==> config.mk <==
export PLATFORM = sky130hd
export DESIGN_NAME = periodic_message_scheduler_unit_flat
export DESIGN_NICKNAME = d
export VERILOG_FILES = /design/src/pms_pkg.sv /design/src/pms_if.sv /design/src/pms_cfg_regs.sv /design/src/pms_timers.sv /design/src/pms_res_queue.sv /design/src/periodic_message_scheduler_unit.sv /design/src/flat_wrapper.sv
export SDC_FILE = /design/constraint.sdc
export NUM_CORES = 1
export LEC_CHECK = 0
export ABC_AREA = 1
export BUFFER_PORTS_ARGS = -buffer_cell sky130_fd_sc_hd__buf_2
export CORE_MARGIN = 1
export CORE_UTILIZATION = 50
export CTS_BUF_LIST = sky130_fd_sc_hd__clkbuf_8
export CTS_CLUSTER_SIZE = 16
export DETAILED_ROUTE_END_ITERATION = 12
export PLACE_DENSITY_LB_ADDON = 0.3
export SYNTH_ARGS = -nofsm -noshare
export SYNTH_HDL_FRONTEND = slang
export SYNTH_HIERARCHICAL = 1
export SYNTH_SLANG_ARGS = --single-unit
==> constraint.sdc <==
create_clock -name i_clk -period 10.28 [get_ports i_clk]
set_input_delay 2.056 -clock i_clk [delete_from_list [all_inputs] [get_ports i_clk]]
set_output_delay 2.056 -clock i_clk [all_outputs]
set_load 0.05 [all_outputs]
==> src/pms_pkg.sv <==
`default_nettype none
package pms_pkg;

    localparam int unsigned CfgIdxW   = 3;
    localparam int unsigned CfgDataW  = 16;
    localparam int unsigned MsW       = 8;
    localparam int unsigned CodeW     = 4;
    localparam int unsigned FastElW   = 17;
    localparam int unsigned LongElW   = 18;
    localparam int unsigned MaxRes    = 3;

    typedef logic [CodeW-1:0] t_code;

    // register indexes
    typedef enum logic [CfgIdxW-1:0] {
        REG_FAST_INTERVAL   = 3'd0,
        REG_SECOND_INTERVAL = 3'd1,
        REG_SLOW_INTERVAL   = 3'd2,
        REG_SECOND_PHASE    = 3'd3,
        REG_SLOW_PHASE      = 3'd4,
        REG_SCHEDULE_MODE   = 3'd5
    } t_reg_idx;

    localparam logic [CfgDataW-1:0] RstFastInterval   = 16'd416;
    localparam logic [CfgDataW-1:0] RstSecondInterval = 16'd500;
    localparam logic [CfgDataW-1:0] RstSlowInterval   = 16'd20000;
    localparam logic [CfgDataW-1:0] RstSecondPhase    = 16'd300;
    localparam logic [CfgDataW-1:0] RstSlowPhase      = 16'd200;

    // message codes
    localparam t_code MsgTimers        = 4'd0;
    localparam t_code MsgScheduleNight = 4'd6;
    localparam t_code MsgScheduleDay   = 4'd7;
    localparam t_code MsgDiagnostic    = 4'd12;
    localparam t_code MsgHeaterInfo    = 4'd13;
    localparam t_code MsgHcuInfo       = 4'd15;

    localparam logic [3:0] FastLastSlot = 4'd11;
    localparam logic [1:0] SlowLastSlot = 2'd2;

    typedef struct packed {
        logic [CfgDataW-1:0] fast_interval;
        logic [CfgDataW-1:0] second_interval;
        logic [CfgDataW-1:0] slow_interval;
        logic [CfgDataW-1:0] second_phase;
        logic [CfgDataW-1:0] slow_phase;
        logic                schedule_mode;
    } t_cfg;

    // results of one item, packed in order from entry 0
    typedef struct packed {
        logic [1:0]             count;
        t_code [MaxRes-1:0]     codes;
    } t_bundle;

endpackage
`default_nettype wire

==> src/pms_if.sv <==
`default_nettype none
interface pms_in_if;
    logic       valid;
    logic       ready;
    logic [7:0] ms_elapsed;

    modport source (output valid, output ms_elapsed, input ready);
    modport sink (input valid, input ms_elapsed, output ready);
endinterface

interface pms_out_if;
    logic       valid;
    logic       ready;
    logic [3:0] message_code;
    logic       last;

    modport source (output valid, output message_code, output last, input ready);
    modport sink (input valid, input message_code, input last, output ready);
endinterface

interface pms_cfg_if;
    logic        valid;
    logic        ready;
    logic [2:0]  index;
    logic [15:0] data;

    modport source (output valid, output index, output data, input ready);
    modport sink (input valid, input index, input data, output ready);
endinterface
`default_nettype wire

==> src/pms_cfg_regs.sv <==
`default_nettype none
module pms_cfg_regs (
    input  wire logic                          i_clk,
    input  wire logic                          i_rst_n,
    input  wire logic                          i_wr,
    input  wire logic [pms_pkg::CfgIdxW-1:0]   i_idx,
    input  wire logic [pms_pkg::CfgDataW-1:0]  i_data,
    output pms_pkg::t_cfg                      o_cfg
);
    import pms_pkg::*;

    t_cfg r_cfg;

    always_ff @(posedge i_clk) begin
        if (!i_rst_n) begin
            r_cfg.fast_interval   <= RstFastInterval;
            r_cfg.second_interval <= RstSecondInterval;
            r_cfg.slow_interval   <= RstSlowInterval;
            r_cfg.second_phase    <= RstSecondPhase;
            r_cfg.slow_phase      <= RstSlowPhase;
            r_cfg.schedule_mode   <= 1'b0;
        end else if (i_wr) begin
            case (i_idx)
                REG_FAST_INTERVAL:   r_cfg.fast_interval   <= i_data;
                REG_SECOND_INTERVAL: r_cfg.second_interval <= i_data;
                REG_SLOW_INTERVAL:   r_cfg.slow_interval   <= i_data;
                REG_SECOND_PHASE:    r_cfg.second_phase    <= i_data;
                REG_SLOW_PHASE:      r_cfg.slow_phase      <= i_data;
                REG_SCHEDULE_MODE:   r_cfg.schedule_mode   <= i_data[0];
                default: ;
            endcase
        end
    end

    assign o_cfg = r_cfg;

endmodule
`default_nettype wire

==> src/pms_timers.sv <==
`default_nettype none
module pms_timers (
    input  wire logic                      i_clk,
    input  wire logic                      i_rst_n,
    input  wire logic                      i_accept,
    input  wire logic [pms_pkg::MsW-1:0]   i_ms,
    input  wire pms_pkg::t_cfg             i_cfg,
    output pms_pkg::t_bundle               o_bundle
);
    import pms_pkg::*;

    logic [FastElW-1:0] r_fast_el,   n_fast_el;
    logic [LongElW-1:0] r_second_el, n_second_el;
    logic [LongElW-1:0] r_slow_el,   n_slow_el;
    logic               r_second_started, n_second_started;
    logic               r_slow_started,   n_slow_started;
    logic [3:0]         r_fast_slot,   n_fast_slot;
    logic               r_second_slot, n_second_slot;
    logic [1:0]         r_slow_slot,   n_slow_slot;

    logic [FastElW:0]   fast_sum;
    logic [LongElW:0]   second_sum, slow_sum;
    logic [FastElW-1:0] fast_sat;
    logic [LongElW-1:0] second_sat, slow_sat;
    logic [CfgDataW:0]  second_thr, slow_thr;
    logic               second_fire, fast_fire, slow_fire;
    logic               second_emit, fast_emit;
    t_code              fast_code, slow_code;
    t_bundle            bundle;

    always_comb begin
        second_sum = {1'b0, r_second_el} + (LongElW+1)'(i_ms);
        fast_sum   = {1'b0, r_fast_el} + (FastElW+1)'(i_ms);
        slow_sum   = {1'b0, r_slow_el} + (LongElW+1)'(i_ms);
        second_sat = second_sum[LongElW] ? '1 : second_sum[LongElW-1:0];
        fast_sat   = fast_sum[FastElW] ? '1 : fast_sum[FastElW-1:0];
        slow_sat   = slow_sum[LongElW] ? '1 : slow_sum[LongElW-1:0];

        // phase delay counts only until the first firing
        second_thr = {1'b0, i_cfg.second_interval}
                   + (r_second_started ? '0 : {1'b0, i_cfg.second_phase});
        slow_thr   = {1'b0, i_cfg.slow_interval}
                   + (r_slow_started ? '0 : {1'b0, i_cfg.slow_phase});

        second_fire = second_sat >= LongElW'(second_thr);
        fast_fire   = fast_sat >= FastElW'(i_cfg.fast_interval);
        slow_fire   = slow_sat >= LongElW'(slow_thr);

        second_emit = second_fire && !r_second_slot;

        if (r_fast_slot >= FastLastSlot) begin
            fast_code = MsgDiagnostic;
        end else begin
            fast_code = r_fast_slot + 4'd1;
        end
        fast_emit = fast_fire
                  && (i_cfg.schedule_mode
                      || (fast_code != MsgScheduleNight && fast_code != MsgScheduleDay));

        if (r_slow_slot >= SlowLastSlot) begin
            slow_code = MsgHcuInfo;
        end else begin
            slow_code = MsgHeaterInfo + {2'b00, r_slow_slot};
        end
    end

    // compact the codes in order second, fast, slow
    always_comb begin
        bundle = '0;
        if (second_emit) begin
            bundle.codes[0] = MsgTimers;
            bundle.count    = 2'd1;
        end
        if (fast_emit) begin
            bundle.codes[bundle.count] = fast_code;
            bundle.count               = bundle.count + 2'd1;
        end
        if (slow_fire) begin
            bundle.codes[bundle.count] = slow_code;
            bundle.count               = bundle.count + 2'd1;
        end
    end

    always_comb begin
        n_second_el      = second_fire ? '0 : second_sat;
        n_fast_el        = fast_fire ? '0 : fast_sat;
        n_slow_el        = slow_fire ? '0 : slow_sat;
        n_second_started = r_second_started | second_fire;
        n_slow_started   = r_slow_started | slow_fire;
        n_second_slot    = r_second_slot ^ second_fire;
        n_fast_slot      = r_fast_slot;
        n_slow_slot      = r_slow_slot;
        if (fast_fire) begin
            n_fast_slot = (r_fast_slot >= FastLastSlot) ? 4'd0 : r_fast_slot + 4'd1;
        end
        if (slow_fire) begin
            n_slow_slot = (r_slow_slot >= SlowLastSlot) ? 2'd0 : r_slow_slot + 2'd1;
        end
    end

    always_ff @(posedge i_clk) begin
        if (!i_rst_n) begin
            r_fast_el        <= '0;
            r_second_el      <= '0;
            r_slow_el        <= '0;
            r_second_started <= 1'b0;
            r_slow_started   <= 1'b0;
            r_fast_slot      <= '0;
            r_second_slot    <= 1'b0;
            r_slow_slot      <= '0;
        end else if (i_accept) begin
            r_fast_el        <= n_fast_el;
            r_second_el      <= n_second_el;
            r_slow_el        <= n_slow_el;
            r_second_started <= n_second_started;
            r_slow_started   <= n_slow_started;
            r_fast_slot      <= n_fast_slot;
            r_second_slot    <= n_second_slot;
            r_slow_slot      <= n_slow_slot;
        end
    end

    assign o_bundle = bundle;

endmodule
`default_nettype wire

==> src/pms_res_queue.sv <==
`default_nettype none
module pms_res_queue (
    input  wire logic                i_clk,
    input  wire logic                i_rst_n,
    input  wire logic                i_push,
    input  wire pms_pkg::t_bundle    i_bundle,
    output logic                     o_full,
    output logic                     o_valid,
    output pms_pkg::t_code           o_code,
    output logic                     o_last,
    input  wire logic                i_ready
);
    import pms_pkg::*;

    t_bundle    r_fifo [2];
    logic       r_wptr;
    logic       r_rptr;
    logic [1:0] r_cnt;
    logic [1:0] r_sel;
    logic       r_o_valid;
    t_code      r_o_code;
    logic       r_o_last;

    t_bundle    head;
    logic       out_free;
    logic       move;
    logic       head_last;
    logic       pop;

    always_comb begin
        head      = r_fifo[r_rptr];
        out_free  = !r_o_valid || i_ready;
        move      = out_free && (r_cnt != 2'd0);
        head_last = r_sel == (head.count - 2'd1);
        pop       = move && head_last;
    end

    always_ff @(posedge i_clk) begin
        if (i_push) begin
            r_fifo[r_wptr] <= i_bundle;
        end
        if (move) begin
            r_o_code <= head.codes[r_sel];
            r_o_last <= head_last;
        end
    end

    always_ff @(posedge i_clk) begin
        if (!i_rst_n) begin
            r_wptr    <= 1'b0;
            r_rptr    <= 1'b0;
            r_cnt     <= '0;
            r_sel     <= '0;
            r_o_valid <= 1'b0;
        end else begin
            if (i_push) begin
                r_wptr <= !r_wptr;
            end
            if (pop) begin
                r_rptr <= !r_rptr;
                r_sel  <= '0;
            end else if (move) begin
                r_sel  <= r_sel + 2'd1;
            end
            r_cnt <= r_cnt + {1'b0, i_push} - {1'b0, pop};
            if (out_free) begin
                r_o_valid <= move;
            end
        end
    end

    assign o_full  = r_cnt == 2'd2;
    assign o_valid = r_o_valid;
    assign o_code  = r_o_code;
    assign o_last  = r_o_last;

endmodule
`default_nettype wire

==> src/periodic_message_scheduler_unit.sv <==
`default_nettype none
// Path: a taken item's results go into the two-entry result queue, then one by one into
// the output register, one per cycle while the sink keeps up; the queue depth sets how
// far input runs ahead of output. Throughput: one item per cycle while the queue is not
// full; each result holds the output register until the sink takes it.
// Reset (synchronous, active low): timers, slot pointers and queue clear, registers load
// their default intervals and phases; the block is ready in the cycle after reset.
module periodic_message_scheduler_unit (
    input  wire logic  i_clk,
    input  wire logic  i_rst_n,
    pms_cfg_if.sink    i_cfg_ch,
    pms_in_if.sink     i_in_ch,
    pms_out_if.source  o_out_ch
);
    import pms_pkg::*;

    t_cfg    cfg;
    t_bundle bundle;
    logic    in_accept;
    logic    q_full;
    logic    push;

    assign i_cfg_ch.ready = 1'b1;
    assign i_in_ch.ready  = !q_full;
    assign in_accept      = i_in_ch.valid && !q_full;
    // drop items that cause no message
    assign push           = in_accept && (bundle.count != 2'd0);

    pms_cfg_regs u_cfg (
        .i_clk   (i_clk),
        .i_rst_n (i_rst_n),
        .i_wr    (i_cfg_ch.valid),
        .i_idx   (i_cfg_ch.index),
        .i_data  (i_cfg_ch.data),
        .o_cfg   (cfg)
    );

    pms_timers u_timers (
        .i_clk    (i_clk),
        .i_rst_n  (i_rst_n),
        .i_accept (in_accept),
        .i_ms     (i_in_ch.ms_elapsed),
        .i_cfg    (cfg),
        .o_bundle (bundle)
    );

    pms_res_queue u_queue (
        .i_clk    (i_clk),
        .i_rst_n  (i_rst_n),
        .i_push   (push),
        .i_bundle (bundle),
        .o_full   (q_full),
        .o_valid  (o_out_ch.valid),
        .o_code   (o_out_ch.message_code),
        .o_last   (o_out_ch.last),
        .i_ready  (o_out_ch.ready)
    );

endmodule
`default_nettype wire

==> src/flat_wrapper.sv <==
// flat-port wrapper written by rule: the top's interface ports become plain ports
module periodic_message_scheduler_unit_flat import pms_pkg::*;
  (i_clk, i_rst_n, i_cfg_ch_valid, i_cfg_ch_index, i_cfg_ch_data, i_cfg_ch_ready, i_in_ch_valid, i_in_ch_ms_elapsed, i_in_ch_ready, o_out_ch_valid, o_out_ch_message_code, o_out_ch_last, o_out_ch_ready);
  pms_cfg_if i_cfg_ch_i ();
  pms_in_if i_in_ch_i ();
  pms_out_if o_out_ch_i ();
  input  wire logic i_clk;
  input  wire logic i_rst_n;
  input wire logic [$bits(i_cfg_ch_i.valid)-1:0] i_cfg_ch_valid;
  input wire logic [$bits(i_cfg_ch_i.index)-1:0] i_cfg_ch_index;
  input wire logic [$bits(i_cfg_ch_i.data)-1:0] i_cfg_ch_data;
  output wire logic [$bits(i_cfg_ch_i.ready)-1:0] i_cfg_ch_ready;
  input wire logic [$bits(i_in_ch_i.valid)-1:0] i_in_ch_valid;
  input wire logic [$bits(i_in_ch_i.ms_elapsed)-1:0] i_in_ch_ms_elapsed;
  output wire logic [$bits(i_in_ch_i.ready)-1:0] i_in_ch_ready;
  output wire logic [$bits(o_out_ch_i.valid)-1:0] o_out_ch_valid;
  output wire logic [$bits(o_out_ch_i.message_code)-1:0] o_out_ch_message_code;
  output wire logic [$bits(o_out_ch_i.last)-1:0] o_out_ch_last;
  input wire logic [$bits(o_out_ch_i.ready)-1:0] o_out_ch_ready;
  assign i_cfg_ch_i.valid = i_cfg_ch_valid;
  assign i_cfg_ch_i.index = i_cfg_ch_index;
  assign i_cfg_ch_i.data = i_cfg_ch_data;
  assign i_cfg_ch_ready = i_cfg_ch_i.ready;
  assign i_in_ch_i.valid = i_in_ch_valid;
  assign i_in_ch_i.ms_elapsed = i_in_ch_ms_elapsed;
  assign i_in_ch_ready = i_in_ch_i.ready;
  assign o_out_ch_valid = o_out_ch_i.valid;
  assign o_out_ch_message_code = o_out_ch_i.message_code;
  assign o_out_ch_last = o_out_ch_i.last;
  assign o_out_ch_i.ready = o_out_ch_ready;
  periodic_message_scheduler_unit u_core (.i_clk(i_clk), .i_rst_n(i_rst_n), .i_cfg_ch(i_cfg_ch_i), .i_in_ch(i_in_ch_i), .o_out_ch(o_out_ch_i));
endmodule
[Word level (Yosys, flattened, before mapping)]
Memories as Yosys holds them, arrays and structs flattened. A register that Yosys moved wholly into a read port is not among the register bits.
Cells that the tools add are included.
Word-level totals
  register bits: 155
  bits in writable memories: 28
  output and inout port bits: 8
  logic and storage cells: 114
  memories kept: 1
Operators by class
  add/sub/neg operators: 14
  magnitude comparators: 10
  eq/ne operators: 9
  mux-type cells: 26
  bitwise gates (word level): 5
  reductions and logical operators: 28
Memory list
  u_core.u_queue.r_fifo: depth 2, bits a word 14, read ports 1, clocked after Yosys merged registers in 1, write ports 1, line pms_res_queue.sv:15  | t_bundle r_fifo [2];
Operator list (number)
  2-to-1 mux 18 bit: 4
  adder 18 x 8 -> 19 bit: 2
  greater-or-equal comparator 18 x 17 -> 1 bit: 2
  adder 16 x 16 -> 17 bit: 2
  2-to-1 mux 17 bit: 2
  2-to-1 mux 16 bit: 2
  2-to-1 mux 14 bit: 2
  2-to-1 mux 4 bit: 6
  adder 17 x 8 -> 18 bit: 1
  greater-or-equal comparator 17 x 16 -> 1 bit: 1
  demux 4 bit (select 2 bit): 2
  AND reduction 2 bit: 8
  bitwise AND 12 bit: 1
  bitwise mux 12 bit: 1
  logical AND 1 bit: 9
  less-than comparator 2 x 3 -> 1 bit (second input constant): 3
  adder 2 x 1 -> 2 bit (second input constant): 4
  binary-select mux 4 bit (select 2 bit): 1
  inequality test 4 x 3 -> 1 bit (second input constant): 2
  == test 3 x 2 -> 1 bit (second input constant): 2
  == test 3 bit (second input constant): 2
  zero test 1 bit: 5
  2-to-1 mux 1 bit: 5
  adder 3 x 3 -> 4 bit (first input constant): 1
  other kinds (18): 22

[Longest topological paths before layout]
  depth in word-level cells: 21
  gate-level depth with buffers: 35

[By module]
The synthesis kept the hierarchy.
Modules (own cells, without submodules)
  pms_timers: times used 1, cells each 1149, area an instance 7382.1 µm²
  pms_cfg_regs: times used 1, cells each 450, area an instance 3190.6 µm²
  pms_res_queue: times used 1, cells each 138, area an instance 1604.0 µm²
  periodic_message_scheduler_unit: times used 1, cells each 7, area an instance 35.0 µm²

[Worst setup path after synthesis]
OpenSTA, ideal clock, no wires.
  kind: input port to flip-flop
  start: input port i_in_ch_ms_elapsed[0]
  end: memory u_core/u_queue/r_fifo[0][0] (netlist bit) (enable)
  arrival time: 6356 ps
  slack: 3540 ps
  stages: 33
  path buffers: 1
  cell sequence: ha_1 > inv_1 > fa_1 > inv_1 > a21oi_1 > o21ai_2 > inv_1 > o21bai_4 > nand4_1 > nor2_1 > inv_2 > buf_6 > nand2_1 > ha_1 > a21oi_1 > nor2_1 > nor2_1 > nand4_1 > nand2_1 > nand2_1 > nand2_1 > nand2_1 > nand2_1 > nand3_1 > ha_1 > ha_1 > nand2_4 > inv_2 > nor2_1 > nor2_1 > nor2_2 > inv_1 > nor2_1
RTL lines
  from (decl): line flat_wrapper.sv:14  | input wire logic [$bits(i_in_ch_i.ms_elapsed)-1:0] i_in_ch_ms_elapsed;
  to (decl): line pms_res_queue.sv:15

==> out/qor_table.md <==
| Metric | This run |
|:---|:---|
| Result of the run | finished clean |
| Post-CTS Setup Inserts | 0 |
| Vias per std cell | 5.32 |
| Number of sinks driven by the clock tree | 184 |
| Routed wire length | 29,500 microns |
| Hold slack final | 0.463 ns |
| NumNets Final | 1,903 |
| Buffer and inverter count on the worst path | 8 |
| Power Dens Cells | 174 nW/um^2 |
| Clock buffers created by TritonCTS | 17 |
| Worst Tran Pin Value | 1.17 ns |
| Uppermost signal routing layer after detailed routing | met4 |
| Worst IR Drop VDD | 0.107 mV |
| Clock root cell | sky130_fd_sc_hd__clkbuf_8 |
| Number of diodes added for antenna fixing | 0 |
| # Max-Cap Violations | 0 |
| Routed met3 length | 1330 microns |
| Worst Skew | 0.0176 ns |
| Number of hold buffers added after cts | 0 |
| Post-DR wirelength/cell | 14.2 microns |
| Most frequent cell on the critical path | sky130_fd_sc_hd__nand2_1 |
| Pin count of the biggest net entering global routing | 104 |
| CP Launch Type | input port |
| Type of the worst setup path | in -> reg |
| Final max-slew violation count | 0 |
| Mean cell area of the mapped netlist | 7.00 sq um |
| Maximum count of clock buffers along a single path | 2 |
| Post-CTS Resized | 0 |
| Count of H-tree levels built during CTS | 4 |
| Number of enable flip-flop cells after synthesis | 33 |
| GR Util All Layers | 0.247 |
| Initial antenna violation count | 1 |
| Cell with the largest stage delay on the worst path | sky130_fd_sc_hd__nor2_1 |
| Number of global-route vias before repair | 10,000 |
| # IOs | 40 |
| Die extent in x | 158 microns |
| Clock tree from TritonCTS | built |
| Worst-path maximum fanout | 14 |
| Nature of the critical path endpoint | flop |
| Largest delay contributor family on the critical path | simple AND/OR/NAND/NOR gates |
| Gr ovfl total | 0 |
| Final ANT Viol Nets | 0 |
| Period utilisation layout | 0.699 |
| Seq cells post-synth | 184 |
| CP arrival | 7.28 ns |
| Clock Latency Late Sink | 0.48 ns |
| Primary FF master, synth | sky130_fd_sc_hd__dfxtp_1 |
| Global-route wire length before repair | 48,900 microns |
| Number of cells produced by synthesis | 1,744 |
| Clock-pin slew of the registers on the worst-case setup and hold paths | 0.10 ns |
| Max incr delay on CP | 0.83 ns |
| DR DRC count | 0 |
| Count of unique library cells instantiated by Yosys | 53 |
| Final min period | 7.18 ns |
| Share of synthesized area occupied by flip-flops and latches | 0.329 |
| Total negative setup slack | 0 ns |
| Number of iterations in the first detailed-routing pass | 5 |
| Netlist Area Pre-Place | 12,200 sq um |
| Core area | 23,700 sq um |
| Vertical die dimension | 158 microns |
| Number of setup violations in the final report | 0 |
| Estimated wirelength of the detail-placed design | 22,200 microns |
| Relative area change from synthesis to final layout | 5.84% |
| Number of violations reported at the end of detailed-routing iteration 0 | 949 |
| Share of layout cells above drive strength 1 | 0.0804 |
| Leakage component of the power | 6.25 nW |
| Fraction of registers with async set/reset | 0 |
| Worst rel slew slack | 0.218 |
| Net count after synthesis | 1,894 |
| Area of the die | 25,100 sq um |
| Final hold viol count | 0 |
| Achievable Freq | 139 MHz |
| Wire length on met2 | 13,500 microns |
| Detailed-route wire length on metal 1 | 14,200 microns |
| GPL Wtd Cong | 0.910 |
| Setup repair after global routing missed its margin | false |
| Port buffer count | 38 |
| Cell Rows | 56 |
| Total of warnings raised by yosys | 6 |
| Initial cell density of the core | 0.516 |
| Worst endpoint required time | 10.37 ns |
| Number of vias after detailed routing | 11,100 |
| Worst min-delay path class | reg -> reg |
tightest hold or removal path, stage by stage (launching register included):
cell and delay (ns):
sky130_fd_sc_hd__dfxtp_1 0.33, sky130_fd_sc_hd__nand2_1 0.06, sky130_fd_sc_hd__nand2_1 0.04
synthesized netlist by cell type, types with 7 or more instances:
master	n	area, sq um
sky130_fd_sc_hd__a21o_1	7	52.6
sky130_fd_sc_hd__a21oi_1	70	350
sky130_fd_sc_hd__buf_2	16	80.1
sky130_fd_sc_hd__buf_4	10	75.1
sky130_fd_sc_hd__clkbuf_1	20	75.1
sky130_fd_sc_hd__dfxtp_1	151	3020
sky130_fd_sc_hd__edfxtp_1	33	991
sky130_fd_sc_hd__ha_1	113	1410
sky130_fd_sc_hd__inv_1	202	758
sky130_fd_sc_hd__inv_2	8	30.0
sky130_fd_sc_hd__nand2_1	411	1540
sky130_fd_sc_hd__nand2_2	8	50.1
sky130_fd_sc_hd__nand3_1	165	826
sky130_fd_sc_hd__nand3_2	7	70.1
sky130_fd_sc_hd__nand4_1	17	106
sky130_fd_sc_hd__nor2_1	266	998
sky130_fd_sc_hd__nor2_4	8	90.1
sky130_fd_sc_hd__nor3_1	11	55.1
sky130_fd_sc_hd__o21ai_0	65	325
sky130_fd_sc_hd__o21ai_1	20	100
sky130_fd_sc_hd__o21ai_2	13	114
sky130_fd_sc_hd__or2_2	8	50.1
sky130_fd_sc_hd__xnor2_1	21	184
sky130_fd_sc_hd__xor2_1	27	236
registers in the layout, indices dropped and copies added, names as in the netlist, 2 cells and up, named ones only:
name,count
u_core/u_queue/r_sel,2
u_core/u_cfg/o_cfg,81
u_core/u_timers/r_second_el,18
u_core/u_timers/r_fast_el,17
u_core/u_queue/r_cnt,2
u_core/u_timers/r_slow_el,18
u_core/u_queue/r_fifo,28
u_core/u_timers/r_fast_slot,4
u_core/u_timers/r_slow_slot,2
u_core/u_queue/o_code,4
per-layer routing:
metal | up-vias | GRT usage
met1 | 5094 | 0.335
met5 | - | 0
li1 | 5660 | -
met4 | 0 | 0.0723
met2 | 310 | 0.406
met3 | 34 | 0.0329
kinds of logic after synthesis:
| kind of cell | count (synthesis) | share of synthesized area |
|---|---|---|
| compound gates | 208 | 0.0985 |
| xor+xnor | 48 | 0.0344 |
| fa+ha+maj | 118 | 0.124 |
| buf+inv | 263 | 0.0887 |
| flops | 184 | 0.329 |
| other cells | 1 | 0.000307 |
| simple gates | 922 | 0.325 |
path summary, 6_finish.rpt:
kind,from,end,slack [ns],cells after the start
min,u_core/u_timers/r_slow_el[5],u_core/u_timers/r_slow_el[5],0.46,2
max reg2reg,u_core/u_timers/r_second_started,u_core/u_queue/r_fifo[0][5],3.95,30
min reg2reg,u_core/u_timers/r_slow_el[5],u_core/u_timers/r_slow_el[5],0.46,2
max,i_in_ch_ms_elapsed[0],u_core/u_queue/r_fifo[0][5],3.10,34
where the power goes:
part / leakage [nW] / switching [mW] / internal, mW
combinational: 4.51 / 0.579 / 0.302
clock: 0.203 / 0.296 / 0.191
sequential: 1.53 / 0.0537 / 0.827
through the flow:
step / instances / area (sq um) / worst slack, ns / util / total power [mW]
floorplan: 1744 / 12200 / 3.54 / - / 1.56
global placement: 2053 / 12500 / 2.81 / 0.530 / 1.74
detailed placement: 2053 / 12500 / 2.58 / 0.530 / 1.77
CTS: 2085 / 12900 / 3.08 / 0.546 / 2.25
global route: 2085 / 12900 / 2.51 / 0.546 / 2.43
finish: 2085 / 12900 / 3.10 / 0.546 / 2.25
final cells by class:
type / instances / area [sq um]
timing repair buffer: 42 / 223
clock inverter: 15 / 146
multi-input combinational: 1297 / 7120
clock buffer: 17 / 234
tap: 319 / 399
inverter: 211 / 792
fill: 2348 / 10800
sequential: 184 / 4010
placed cells by master (no fill, tap or decap), types with 6 or more instances in the layout:
| cell | synthesis | final |
|---|---|---|
| sky130_fd_sc_hd__a21o_1 | 7 | 7 |
| sky130_fd_sc_hd__a21oi_1 | 70 | 70 |
| sky130_fd_sc_hd__buf_2 | 16 | 37 |
| sky130_fd_sc_hd__clkbuf_8 | 0 | 17 |
| sky130_fd_sc_hd__dfxtp_1 | 151 | 151 |
| sky130_fd_sc_hd__edfxtp_1 | 33 | 33 |
| sky130_fd_sc_hd__ha_1 | 113 | 113 |
| sky130_fd_sc_hd__inv_1 | 202 | 202 |
| sky130_fd_sc_hd__inv_2 | 8 | 8 |
| sky130_fd_sc_hd__inv_6 | 0 | 6 |
| sky130_fd_sc_hd__nand2_1 | 411 | 411 |
| sky130_fd_sc_hd__nand2_2 | 8 | 8 |
| sky130_fd_sc_hd__nand3_1 | 165 | 165 |
| sky130_fd_sc_hd__nand3_2 | 7 | 7 |
| sky130_fd_sc_hd__nand4_1 | 17 | 17 |
| sky130_fd_sc_hd__nor2_1 | 266 | 265 |
| sky130_fd_sc_hd__nor2_2 | 5 | 6 |
| sky130_fd_sc_hd__nor2_4 | 8 | 8 |
| sky130_fd_sc_hd__nor3_1 | 11 | 11 |
| sky130_fd_sc_hd__o21ai_0 | 65 | 65 |
| sky130_fd_sc_hd__o21ai_1 | 20 | 20 |
| sky130_fd_sc_hd__o21ai_2 | 13 | 13 |
| sky130_fd_sc_hd__or2_2 | 8 | 8 |
| sky130_fd_sc_hd__xnor2_1 | 21 | 21 |
| sky130_fd_sc_hd__xor2_1 | 27 | 27 |
No activity file was read; power rests on OpenSTA's default activity.
